`src/rtl/ppg_hrd_pkg.sv`:
```
package ppg_hrd_pkg;

  localparam int SAMPLE_BITS   = 16;
  localparam int FRACTION_BITS = 8;

  localparam int AC_SHIFT = 17 - FRACTION_BITS;
  localparam int BASE_W   = SAMPLE_BITS + 16;
  localparam int ENV_W    = SAMPLE_BITS + FRACTION_BITS;
  localparam int AC_W     = ENV_W + 2;
  localparam int SUM_W    = BASE_W + 2;

  localparam int MAC_A_W = 16;
  localparam int MAC_B_W = (BASE_W > ENV_W + 1) ? BASE_W : ENV_W + 1;
  localparam int ACC_W   = MAC_A_W + MAC_B_W + 1;

  localparam int NUM_W = 24;
  localparam int DIV_W = 16;
  localparam int CNT_W = $clog2(NUM_W + 1);

  localparam int IN_DATA_W  = 64;
  localparam int OUT_DATA_W = 56;
  localparam int CFG_ADDR_W = 2;
  localparam int CFG_DATA_W = 16;

  localparam logic [MAC_A_W-1:0] DC_KEEP     = 16'd65208;
  localparam logic [MAC_A_W-1:0] DC_TAKE     = 16'd328;
  localparam logic [MAC_A_W-1:0] SMOOTH_KEEP = 16'd58982;
  localparam logic [MAC_A_W-1:0] SMOOTH_TAKE = 16'd6554;
  localparam logic [NUM_W-1:0]   BPM_NUMERATOR = 24'd15360000;

  localparam logic [7:0]  TF_RESET      = 8'd128;
  localparam logic [15:0] MIN_INT_RESET = 16'd300;
  localparam logic [15:0] MAX_INT_RESET = 16'd2000;

  typedef enum logic [CFG_ADDR_W-1:0] {
    CFG_THR_FRAC = 2'd0,
    CFG_MIN_INT  = 2'd1,
    CFG_MAX_INT  = 2'd2
  } cfg_idx_t;

  typedef enum logic [4:0] {
    S_IDLE,
    S_RB_KEEP,
    S_RB_TAKE,
    S_IB_KEEP,
    S_IB_TAKE,
    S_IB_CAP,
    S_AC,
    S_ENV_TAKE,
    S_ENV_CAP,
    S_THR,
    S_BEAT,
    S_CHECK,
    S_DIV,
    S_RATE_KEEP,
    S_RATE_TAKE,
    S_RATE_CAP,
    S_DONE
  } state_t;

  typedef struct packed {
    logic               en;
    logic               clr;
    logic [MAC_A_W-1:0] a;
    logic [MAC_B_W-1:0] b;
  } mac_cmd_t;

  typedef struct packed {
    logic             start;
    logic [NUM_W-1:0] num;
    logic [DIV_W-1:0] den;
  } div_req_t;

  typedef struct packed {
    logic             busy;
    logic             done;
    logic [NUM_W-1:0] quo;
  } div_rsp_t;

endpackage

```
`src/rtl/ppg_hrd_mac.sv`:
```
module ppg_hrd_mac (
  input  logic                           clk,
  input  ppg_hrd_pkg::mac_cmd_t          cmd,
  output logic [ppg_hrd_pkg::ACC_W-1:0]  acc
);
  import ppg_hrd_pkg::*;

  logic [ACC_W-1:0] acc_r;
  logic [ACC_W-1:0] acc_nxt;
  logic [MAC_A_W+MAC_B_W-1:0] prod;

  assign prod = cmd.a * cmd.b;

  always_comb begin
    acc_nxt = acc_r;
    if (cmd.en) begin
      acc_nxt = (cmd.clr ? '0 : acc_r) + ACC_W'(prod);
    end
  end

  always_ff @(posedge clk) begin
    acc_r <= acc_nxt;
  end

  assign acc = acc_r;

endmodule

```
`src/rtl/ppg_hrd_div.sv`:
```
module ppg_hrd_div (
  input  logic                  clk,
  input  logic                  rst_n,
  input  ppg_hrd_pkg::div_req_t req,
  output ppg_hrd_pkg::div_rsp_t rsp
);
  import ppg_hrd_pkg::*;

  logic             busy_r, busy_nxt;
  logic             done_r, done_nxt;
  logic [CNT_W-1:0] cnt_r, cnt_nxt;
  logic [NUM_W-1:0] quo_r, quo_nxt;
  logic [DIV_W-1:0] rem_r, rem_nxt;
  logic [DIV_W:0]   rem_sh;
  logic [DIV_W:0]   rem_sub;
  logic             fits;

  assign rem_sh  = {rem_r, quo_r[NUM_W-1]};
  assign fits    = rem_sh >= {1'b0, req.den};
  assign rem_sub = rem_sh - {1'b0, req.den};

  always_comb begin
    busy_nxt = busy_r;
    done_nxt = 1'b0;
    cnt_nxt  = cnt_r;
    quo_nxt  = quo_r;
    rem_nxt  = rem_r;
    if (req.start) begin
      busy_nxt = 1'b1;
      cnt_nxt  = CNT_W'(NUM_W);
      quo_nxt  = req.num;
      rem_nxt  = '0;
    end else if (busy_r) begin
      quo_nxt = {quo_r[NUM_W-2:0], fits};
      rem_nxt = fits ? rem_sub[DIV_W-1:0] : rem_sh[DIV_W-1:0];
      cnt_nxt = cnt_r - CNT_W'(1);
      if (cnt_r == CNT_W'(1)) begin
        busy_nxt = 1'b0;
        done_nxt = 1'b1;
      end
    end
  end

  always_ff @(posedge clk) begin
    if (!rst_n) begin
      busy_r <= 1'b0;
      done_r <= 1'b0;
      cnt_r  <= '0;
    end else begin
      busy_r <= busy_nxt;
      done_r <= done_nxt;
      cnt_r  <= cnt_nxt;
    end
    quo_r <= quo_nxt;
    rem_r <= rem_nxt;
  end

  assign rsp.busy = busy_r;
  assign rsp.done = done_r;
  assign rsp.quo  = quo_r;

endmodule

```
`src/rtl/ppg_heart_rate_detector.sv`:
```
// channel   dir  width  contents
// in_*      in   64     transaction = one red/infrared sample pair with timestamp
// out_*     out  56     transaction = beat flags, interval and smoothed rate
// cfg_*     in   16     register writes, index 0..2
// a result is registered after the sequencer's steps, seven of them on the shared
// multiply-accumulate unit, and the next item is accepted once it is back in idle;
// an accepted interval adds the 24-step radix-2 divider and three smoothing steps
// synchronous active-low reset restores carried filter state and register defaults
// in_tready is high only while the sequencer is idle; a held result in the
// output register stalls the next item only at its final step
module ppg_heart_rate_detector (
  input  logic                                  clk,
  input  logic                                  rst_n,
  input  logic                                  in_tvalid,
  output logic                                  in_tready,
  // red_sample[15:0], infrared_sample[31:16], timestamp_ms[63:32]
  input  logic [ppg_hrd_pkg::IN_DATA_W-1:0]     in_tdata,
  output logic                                  out_tvalid,
  input  logic                                  out_tready,
  // beat_seen[0], interval_accepted[1], interval_ms[33:2], rate_bpm[49:34],
  // rate_valid[50], zero fill[55:51]
  output logic [ppg_hrd_pkg::OUT_DATA_W-1:0]    out_tdata,
  input  logic                                  cfg_we,
  input  logic [ppg_hrd_pkg::CFG_ADDR_W-1:0]    cfg_addr,
  input  logic [ppg_hrd_pkg::CFG_DATA_W-1:0]    cfg_wdata
);
  import ppg_hrd_pkg::*;

  state_t state_r, state_nxt;

  logic [7:0]  tf_r;
  logic [15:0] min_r;
  logic [15:0] max_r;

  logic [SAMPLE_BITS-1:0] red_r, red_nxt;
  logic [SAMPLE_BITS-1:0] ir_r, ir_nxt;
  logic [31:0]            ts_r, ts_nxt;

  logic [BASE_W-1:0]       rb_r, rb_nxt;
  logic [BASE_W-1:0]       ib_r, ib_nxt;
  logic signed [SUM_W-1:0] rx_r, rx_nxt;
  logic signed [AC_W-1:0]  ac_r, ac_nxt;
  logic signed [AC_W-1:0]  prev_ac_r, prev_ac_nxt;
  logic [ENV_W-1:0]        env_r, env_nxt;
  logic [31:0]             pbt_r, pbt_nxt;
  logic                    have_r, have_nxt;
  logic [15:0]             rate_r, rate_nxt;
  logic                    known_r, known_nxt;

  logic        beat_r, beat_nxt;
  logic        chk_r, chk_nxt;
  logic        ok_r, ok_nxt;
  logic [31:0] interval_r, interval_nxt;

  logic                  out_tvalid_r, out_tvalid_nxt;
  logic [OUT_DATA_W-1:0] out_tdata_r, out_tdata_nxt;

  mac_cmd_t         mac_cmd;
  logic [ACC_W-1:0] mac_acc;
  div_req_t         div_req;
  div_rsp_t         div_rsp;

  logic [ACC_W-1:0]          acc_rnd;
  logic [ACC_W-17:0]         rnd_val;
  logic [BASE_W-1:0]         red_sh;
  logic [BASE_W-1:0]         ir_sh;
  logic signed [SUM_W-1:0]   sum;
  logic signed [SUM_W-1:0]   sum_sh;
  logic [AC_W-1:0]           mag;
  logic [ENV_W-1:0]          thr;
  logic signed [AC_W-1:0]    thr_x;
  logic                      beat;
  logic [15:0]               bpm_sat;
  logic                      in_limits;

  ppg_hrd_mac u_mac (
    .clk (clk),
    .cmd (mac_cmd),
    .acc (mac_acc)
  );

  ppg_hrd_div u_div (
    .clk   (clk),
    .rst_n (rst_n),
    .req   (div_req),
    .rsp   (div_rsp)
  );

  assign acc_rnd = mac_acc + ACC_W'(32768);
  assign rnd_val = acc_rnd[ACC_W-1:16];

  assign red_sh = {red_r, 16'b0};
  assign ir_sh  = {ir_r, 16'b0};

  assign sum = rx_r + $signed({2'b0, ir_sh}) - $signed({2'b0, ib_r})
             + $signed(SUM_W'(1) << (AC_SHIFT - 1));
  assign sum_sh = sum >>> AC_SHIFT;

  assign mag   = ac_r[AC_W-1] ? AC_W'(-ac_r) : AC_W'(ac_r);
  assign thr   = mac_acc[ENV_W+7:8];
  assign thr_x = $signed({{(AC_W-ENV_W){1'b0}}, thr});
  assign beat  = (prev_ac_r < thr_x) && (ac_r >= thr_x);

  assign bpm_sat = (|div_rsp.quo[NUM_W-1:DIV_W]) ? 16'hFFFF : div_rsp.quo[DIV_W-1:0];

  assign in_limits = (interval_r != 32'd0) && (interval_r >= {16'b0, min_r})
                   && (interval_r <= {16'b0, max_r});

  assign div_req.num = BPM_NUMERATOR + NUM_W'(interval_r[DIV_W-1:1]);
  assign div_req.den = interval_r[DIV_W-1:0];

  always_comb begin
    state_nxt     = state_r;
    red_nxt       = red_r;
    ir_nxt        = ir_r;
    ts_nxt        = ts_r;
    rb_nxt        = rb_r;
    ib_nxt        = ib_r;
    rx_nxt        = rx_r;
    ac_nxt        = ac_r;
    prev_ac_nxt   = prev_ac_r;
    env_nxt       = env_r;
    pbt_nxt       = pbt_r;
    have_nxt      = have_r;
    rate_nxt      = rate_r;
    known_nxt     = known_r;
    beat_nxt      = beat_r;
    chk_nxt       = chk_r;
    ok_nxt        = ok_r;
    interval_nxt  = interval_r;
    out_tvalid_nxt = out_tvalid_r && !out_tready;
    out_tdata_nxt = out_tdata_r;
    mac_cmd       = '0;
    div_req.start = 1'b0;

    unique case (state_r)
      S_IDLE: begin
        if (in_tvalid) begin
          red_nxt   = SAMPLE_BITS'(in_tdata[15:0]);
          ir_nxt    = SAMPLE_BITS'(in_tdata[31:16]);
          ts_nxt    = in_tdata[63:32];
          ok_nxt    = 1'b0;
          state_nxt = S_RB_KEEP;
        end
      end
      S_RB_KEEP: begin
        mac_cmd   = '{en: 1'b1, clr: 1'b1, a: DC_KEEP, b: MAC_B_W'(rb_r)};
        state_nxt = S_RB_TAKE;
      end
      S_RB_TAKE: begin
        mac_cmd   = '{en: 1'b1, clr: 1'b0, a: DC_TAKE, b: MAC_B_W'(red_sh)};
        state_nxt = S_IB_KEEP;
      end
      S_IB_KEEP: begin
        rb_nxt    = rnd_val[BASE_W-1:0];
        mac_cmd   = '{en: 1'b1, clr: 1'b1, a: DC_KEEP, b: MAC_B_W'(ib_r)};
        state_nxt = S_IB_TAKE;
      end
      S_IB_TAKE: begin
        rx_nxt    = $signed({2'b0, red_sh}) - $signed({2'b0, rb_r});
        mac_cmd   = '{en: 1'b1, clr: 1'b0, a: DC_TAKE, b: MAC_B_W'(ir_sh)};
        state_nxt = S_IB_CAP;
      end
      S_IB_CAP: begin
        ib_nxt    = rnd_val[BASE_W-1:0];
        state_nxt = S_AC;
      end
      S_AC: begin
        ac_nxt    = AC_W'(sum_sh);
        mac_cmd   = '{en: 1'b1, clr: 1'b1, a: SMOOTH_KEEP, b: MAC_B_W'(env_r)};
        state_nxt = S_ENV_TAKE;
      end
      S_ENV_TAKE: begin
        mac_cmd   = '{en: 1'b1, clr: 1'b0, a: SMOOTH_TAKE, b: MAC_B_W'(mag[AC_W-2:0])};
        state_nxt = S_ENV_CAP;
      end
      S_ENV_CAP: begin
        env_nxt   = rnd_val[ENV_W-1:0];
        state_nxt = S_THR;
      end
      S_THR: begin
        mac_cmd   = '{en: 1'b1, clr: 1'b1, a: MAC_A_W'(tf_r), b: MAC_B_W'(env_r)};
        state_nxt = S_BEAT;
      end
      S_BEAT: begin
        beat_nxt     = beat;
        prev_ac_nxt  = ac_r;
        chk_nxt      = beat && have_r;
        interval_nxt = (beat && have_r) ? ts_r - pbt_r : 32'd0;
        if (beat) begin
          pbt_nxt  = ts_r;
          have_nxt = 1'b1;
        end
        state_nxt = S_CHECK;
      end
      S_CHECK: begin
        if (chk_r && in_limits) begin
          ok_nxt        = 1'b1;
          div_req.start = 1'b1;
          state_nxt     = S_DIV;
        end else begin
          state_nxt = S_DONE;
        end
      end
      S_DIV: begin
        if (div_rsp.done) begin
          state_nxt = S_RATE_KEEP;
        end
      end
      S_RATE_KEEP: begin
        mac_cmd   = '{en: 1'b1, clr: 1'b1, a: SMOOTH_KEEP, b: MAC_B_W'(rate_r)};
        state_nxt = S_RATE_TAKE;
      end
      S_RATE_TAKE: begin
        mac_cmd   = '{en: 1'b1, clr: 1'b0, a: SMOOTH_TAKE, b: MAC_B_W'(bpm_sat)};
        state_nxt = S_RATE_CAP;
      end
      S_RATE_CAP: begin
        rate_nxt  = rnd_val[15:0];
        known_nxt = 1'b1;
        state_nxt = S_DONE;
      end
      S_DONE: begin
        if (!out_tvalid_r || out_tready) begin
          out_tvalid_nxt = 1'b1;
          out_tdata_nxt  = {5'b0, known_r, rate_r, interval_r, ok_r, beat_r};
          state_nxt      = S_IDLE;
        end
      end
    endcase
  end

  always_ff @(posedge clk) begin
    if (!rst_n) begin
      state_r      <= S_IDLE;
      rb_r         <= '0;
      ib_r         <= '0;
      env_r        <= '0;
      prev_ac_r    <= '0;
      pbt_r        <= '0;
      have_r       <= 1'b0;
      rate_r       <= '0;
      known_r      <= 1'b0;
      out_tvalid_r <= 1'b0;
    end else begin
      state_r      <= state_nxt;
      rb_r         <= rb_nxt;
      ib_r         <= ib_nxt;
      env_r        <= env_nxt;
      prev_ac_r    <= prev_ac_nxt;
      pbt_r        <= pbt_nxt;
      have_r       <= have_nxt;
      rate_r       <= rate_nxt;
      known_r      <= known_nxt;
      out_tvalid_r <= out_tvalid_nxt;
    end
    red_r       <= red_nxt;
    ir_r        <= ir_nxt;
    ts_r        <= ts_nxt;
    rx_r        <= rx_nxt;
    ac_r        <= ac_nxt;
    beat_r      <= beat_nxt;
    chk_r       <= chk_nxt;
    ok_r        <= ok_nxt;
    interval_r  <= interval_nxt;
    out_tdata_r <= out_tdata_nxt;
  end

  always_ff @(posedge clk) begin
    if (!rst_n) begin
      tf_r  <= TF_RESET;
      min_r <= MIN_INT_RESET;
      max_r <= MAX_INT_RESET;
    end else if (cfg_we) begin
      unique case (cfg_idx_t'(cfg_addr))
        CFG_THR_FRAC: tf_r  <= cfg_wdata[7:0];
        CFG_MIN_INT:  min_r <= cfg_wdata;
        CFG_MAX_INT:  max_r <= cfg_wdata;
        default: ;
      endcase
    end
  end

  assign in_tready  = (state_r == S_IDLE);
  assign out_tvalid = out_tvalid_r;
  assign out_tdata  = out_tdata_r;

  a_busy_after_accept: assert property (@(posedge clk) disable iff (!rst_n)
    in_tvalid && in_tready |=> !in_tready)
    else $error("input accepted twice in a row");

  a_div_done_in_wait: assert property (@(posedge clk) disable iff (!rst_n)
    div_rsp.done |-> state_r == S_DIV)
    else $error("divider finished outside its wait state");

  a_accept_needs_beat: assert property (@(posedge clk) disable iff (!rst_n)
    out_tvalid && out_tdata[1] |-> out_tdata[0] && out_tdata[50])
    else $error("interval accepted without beat or rate");

  a_div_start_idle: assert property (@(posedge clk) disable iff (!rst_n)
    div_req.start |-> !div_rsp.busy)
    else $error("divider restarted while busy");

endmodule
```
`config.mk`:
```
export PLATFORM = sky130hd
export DESIGN_NAME = ppg_heart_rate_detector
export DESIGN_NICKNAME = d
export VERILOG_FILES = /design/src/rtl/ppg_hrd_pkg.sv /design/src/rtl/ppg_hrd_mac.sv /design/src/rtl/ppg_hrd_div.sv /design/src/rtl/ppg_heart_rate_detector.sv
export SDC_FILE = /design/constraint.sdc
export NUM_CORES = 2
export LEC_CHECK = 0
export ABC_AREA = 0
export BUFFER_PORTS_ARGS = -buffer_cell sky130_fd_sc_hd__buf_2
export CORE_ASPECT_RATIO = 0.7
export CORE_MARGIN = 3
export CORE_UTILIZATION = 43
export CTS_CLUSTER_SIZE = 25
export DETAILED_ROUTE_END_ITERATION = 10
export GPL_ROUTABILITY_DRIVEN = 0
export GPL_TIMING_DRIVEN = 0
export PLACE_DENSITY = 0.7
export SYNTH_ARGS = -nofsm -noshare
export SYNTH_HDL_FRONTEND = slang
export SYNTH_SLANG_ARGS = --single-unit
```
`constraint.sdc`:
```
create_clock -name clk -period 8.6 [get_ports clk]
set_input_delay 0.86 -clock clk [delete_from_list [all_inputs] [get_ports clk]]
set_output_delay 0.86 -clock clk [all_outputs]
set_load 0.02 [all_outputs]
```
==> impl_metrics.yaml <==
synthesis:
  ys_types: 87
  synth_area_leaders: "fa_1 22%, edfxtp_1 20%, dfxtp_1 11%, ha_1 9.4%, inv_1 6.5%"
  syn-cell-area_um2: 43100
  synth_cells: 4462
  synth_enable_flop_cells: 280
  yosys.area.top_type: "fa_1"
  ys_seq_area_share_pct: 30.3
  synth_flop_cell: "edfxtp_1"
  netlist.area_leader.share_pct: 21.6
  avgSynthCellArea_um2: 9.65
  synthArstFlopShare_pct: 0
  synth-seq-cells: 512
  yosys_warnings: 0
sta:
  fmax_ghz: 0.116
  holdWs_ns: 0.380
  final_hold_viol_count: 0
  final_max_slew_viol_count: 0
  setup_viol: 1
  rsz0062_at_grt: "true"
  worst_slack_ns: -0.0238
  worst_slew_pin_slew_ns: 1.39
  fin_crit_ns: 8.62
  slew_headroom_pct: 7.43
  post-route-period-util_pct: 100
  fin_worst_skew_ns: 0.0313
detailed_routing:
  postRouteWirelength_mm: 135
  first_pass_iters: 6
  drc: 0
  drt-wirelength-per-cell_um: 21.9
  avgViaCountPerCell: 5.64
  ant_nets: 0
  drt_iter0_markers: 4023
  vias: 34773
floorplanning:
  fp.dieH_um: 271
  die_area_um2: 104000
  io_pins: 145
  rows: 96
  fp.coreArea_um2: 98600
  die_w_um: 384
  start_util_pct: 43.7
cts:
  root_buffer: "clkbuf_16"
  clock_path_buffers: 3
  cts_tree: "done"
  cts_buffers: 53
  path_clk_slew_ns: 0.07
  clkSinkCount: 512
  cts_hold_buf: 0
  clock_latency_ns: 0.65
  htreeDepth: 2
critical_path:
  critPathSlowestCell: "or4_4"
  crit-reg2reg-launch: "ac_r[7]"
  crit_top_cell: "fa_1"
  path_max_fanout: 5
  reg2reg_to: "u_mac.acc[43]"
  cp.required_ns: 9.00
  critPathMaxStageDelay_ns: 0.58
  endpoint_kind: "register"
  reg2reg_slack_ns: -0.02
  crit_arrival_ns: 9.02
  criticalPathCategory: "reg2reg"
  critPathLaunchType: "register"
  rr_worst_depth: 30
cells_and_area:
  fin_nets: 5674
  drive_gt1_share_pct: 13.4
  syn2layout_area_growth_pct: 15.7
  antenna_cells: 0
  stdcell_area_um2: 49800
  finalCoreUtilization_pct: 50.5
power:
  p_sw_uw: 4010
  p_comb_share_pct: 44.2
  p_per_area_nw_per_um2: 203
  ir_drop_mv: 0.300
  p_leak_uw: 0.0218
  clkPwrFrac_pct: 25.0
  switching_share_pct: 39.7
  intPower_uw: 6090
  seq_power_share_pct: 30.8
grt:
  grt_util_all_layers_pct: 25.4
  grt_util_met3_pct: 8.93
  grt_pass1_vias: 33605
  grt-busiest-layer: "met1"
  grtUsageMet2_pct: 33.1
  grt_remaining_overflow: 0
  grt_pass1_wl_mm: 202
  antenna_found_initial: 11
  grt_use_met1_pct: 39.0
  grt_max_degree: 35
min_path:
  min_from: "in_tdata[16]"
  hold_class: "in2reg"
  hold_depth: 1
  whs_endpoint: "ir_r[0]"
flow_run:
  drv_cap: 0
outcome:
  status: "finished, violations left"
  violations: "setup timing"
placement:
  place_area_um2: 45700
  dp_hpwl_mm: 107
  port_buffers: 138
critical path, delay by kind of cell (launching register included):
kind | cells | cell delay, ns
adders and majority gates | 7 | 3.23
and+or+nand+nor | 7 | 1.92
AOI/OAI and AO/OA | 6 | 1.55
buffers and inverters | 8 | 0.86
DFF | 1 | 0.41
xor gates and xnor gates | 2 | 0.39
cell usage after synthesis (8+ instances only):
cell type,number
inv_1,742
nor2_1,473
fa_1,465
nand2_1,369
ha_1,323
edfxtp_1,280
dfxtp_1,232
a21oi_1,178
clkbuf_1,138
a211oi_1,128
xnor2_1,122
o21ai_0,107
xor2_1,72
a21o_1,62
nand3_1,62
mux2i_1,54
nor3_1,54
nand2b_1,41
and2_1,32
nand4_1,32
o21a_1,32
a22oi_1,30
nor2b_1,28
a22o_1,27
o211ai_1,24
o21bai_1,22
nor4_1,21
a31oi_1,20
or2_2,20
and3_1,19
mux2_2,17
or3_1,16
buf_2,15
o31ai_1,15
buf_1,14
and4_1,13
o22ai_1,10
a211o_1,9
a222oi_1,9
a31o_2,9
a41oi_1,9
o2111ai_1,8
worst max path at each step:
| stage | slack, ns | depth (start not counted) | endpoint | start |
|---|---|---|---|---|
| after CTS | 0.0006 | 27 | u_mac.acc[47] | ac_r[8] |
| final | -0.02 | 30 | u_mac.acc[43] | ac_r[7] |
| after global placement | -2.99 | 29 | u_mac.acc[46] | state_r[3] |
| after detailed placement | -2.60 | 29 | u_mac.acc[46] | state_r[0] |
| after floorplan | 0.25 | 29 | u_mac.acc[47] | ac_r[6] |
| after global routing | -0.27 | 31 | u_mac.acc[47] | ac_r[7] |
through the flow:
step / setup TNS [ns] / setup WS (ns) / power (uW) / std cells
final: -0.0238 / -0.0238 / 10100 / 6167
after detailed placement: -47.50 / -2.60 / 6690 / 5959
after global routing: -1.37 / -0.268 / 10700 / 6167
after CTS: 0 / 0.000556 / 9470 / 6115
after floorplan: 0 / 0.252 / 5600 / 4488
after global placement: -61.76 / -2.99 / 6590 / 5949
state kept, by name, summed over array words and instances, names as in the netlist, 24 cells and up:
register,cells
interval_r,32
rx_r,33
ac_r,25
out_tdata,51
env_r,24
u_mac.acc,48
prev_ac_r,25
pbt_r,32
rb_r,32
ts_r,32
u_div.quo_r,24
ib_r,32
per-layer routing:
| layer | routed length, um | vias to the layer above |
|---|---|---|
| li1 | - | 15518 |
| met1 | 59700 | 16923 |
| met2 | 51000 | 2028 |
| met3 | 19800 | 292 |
| met4 | 4220 | 12 |
| met5 | 182 | - |
layout make-up:
type	instances	area, um2
multi-input cells	3060	27800
clock inverters	29	315
inverters	744	2790
clock buffers	71	1560
fillers	8729	48800
well taps	1323	1660
flip-flops and latches	512	13100
plain buffers	159	769
repair buffers	269	1920
cell families (layout without fill, tap and decap cells):
group	count (synthesis)	after routing	share of synthesized area, %
AOI/OAI and AO/OA	758	758	12.2
xor gates and xnor gates	194	194	3.94
adders and majority gates	795	795	31.2
buffers and inverters	916	1272	8.07
DFF	512	512	30.3
muxes	71	71	1.70
other	2	28	0.0174
and+or+nand+nor	1214	1214	12.7
power by group through the flow:
stage / clock network, uW / logic [uW] / registers, uW
6_report: 2520 / 4460 / 3110
5_1_grt: 2630 / 4920 / 3120
4_1_cts: 2540 / 3840 / 3090
3_5_place_dp: 0 / 3550 / 3140
3_3_place_gp: 0 / 3440 / 3150
2_1_floorplan: 0 / 2610 / 3000
timing repair:
item,CTS,global route
buffers inserted,64,55
endpoints found under the setup margin,35,18
gates cloned,1,0
resized for setup,185,153
pin swaps,61,126
layout by cell type (no fill, tap or decap), types with 49 or more instances in the layout:
master	n
inv_1	727
fa_1	460
nor2_1	443
nand2_1	360
ha_1	303
edfxtp_1	280
dfxtp_1	229
a21oi_1	158
buf_2	149
a211oi_1	123
xnor2_1	122
buf_4	115
clkbuf_1	106
o21ai_0	94
xor2_1	70
a21o_1	62
clkbuf_16	58
nand3_1	57
mux2i_1	54
nor3_1	49
No activity file was read; power rests on OpenSTA's default activity.
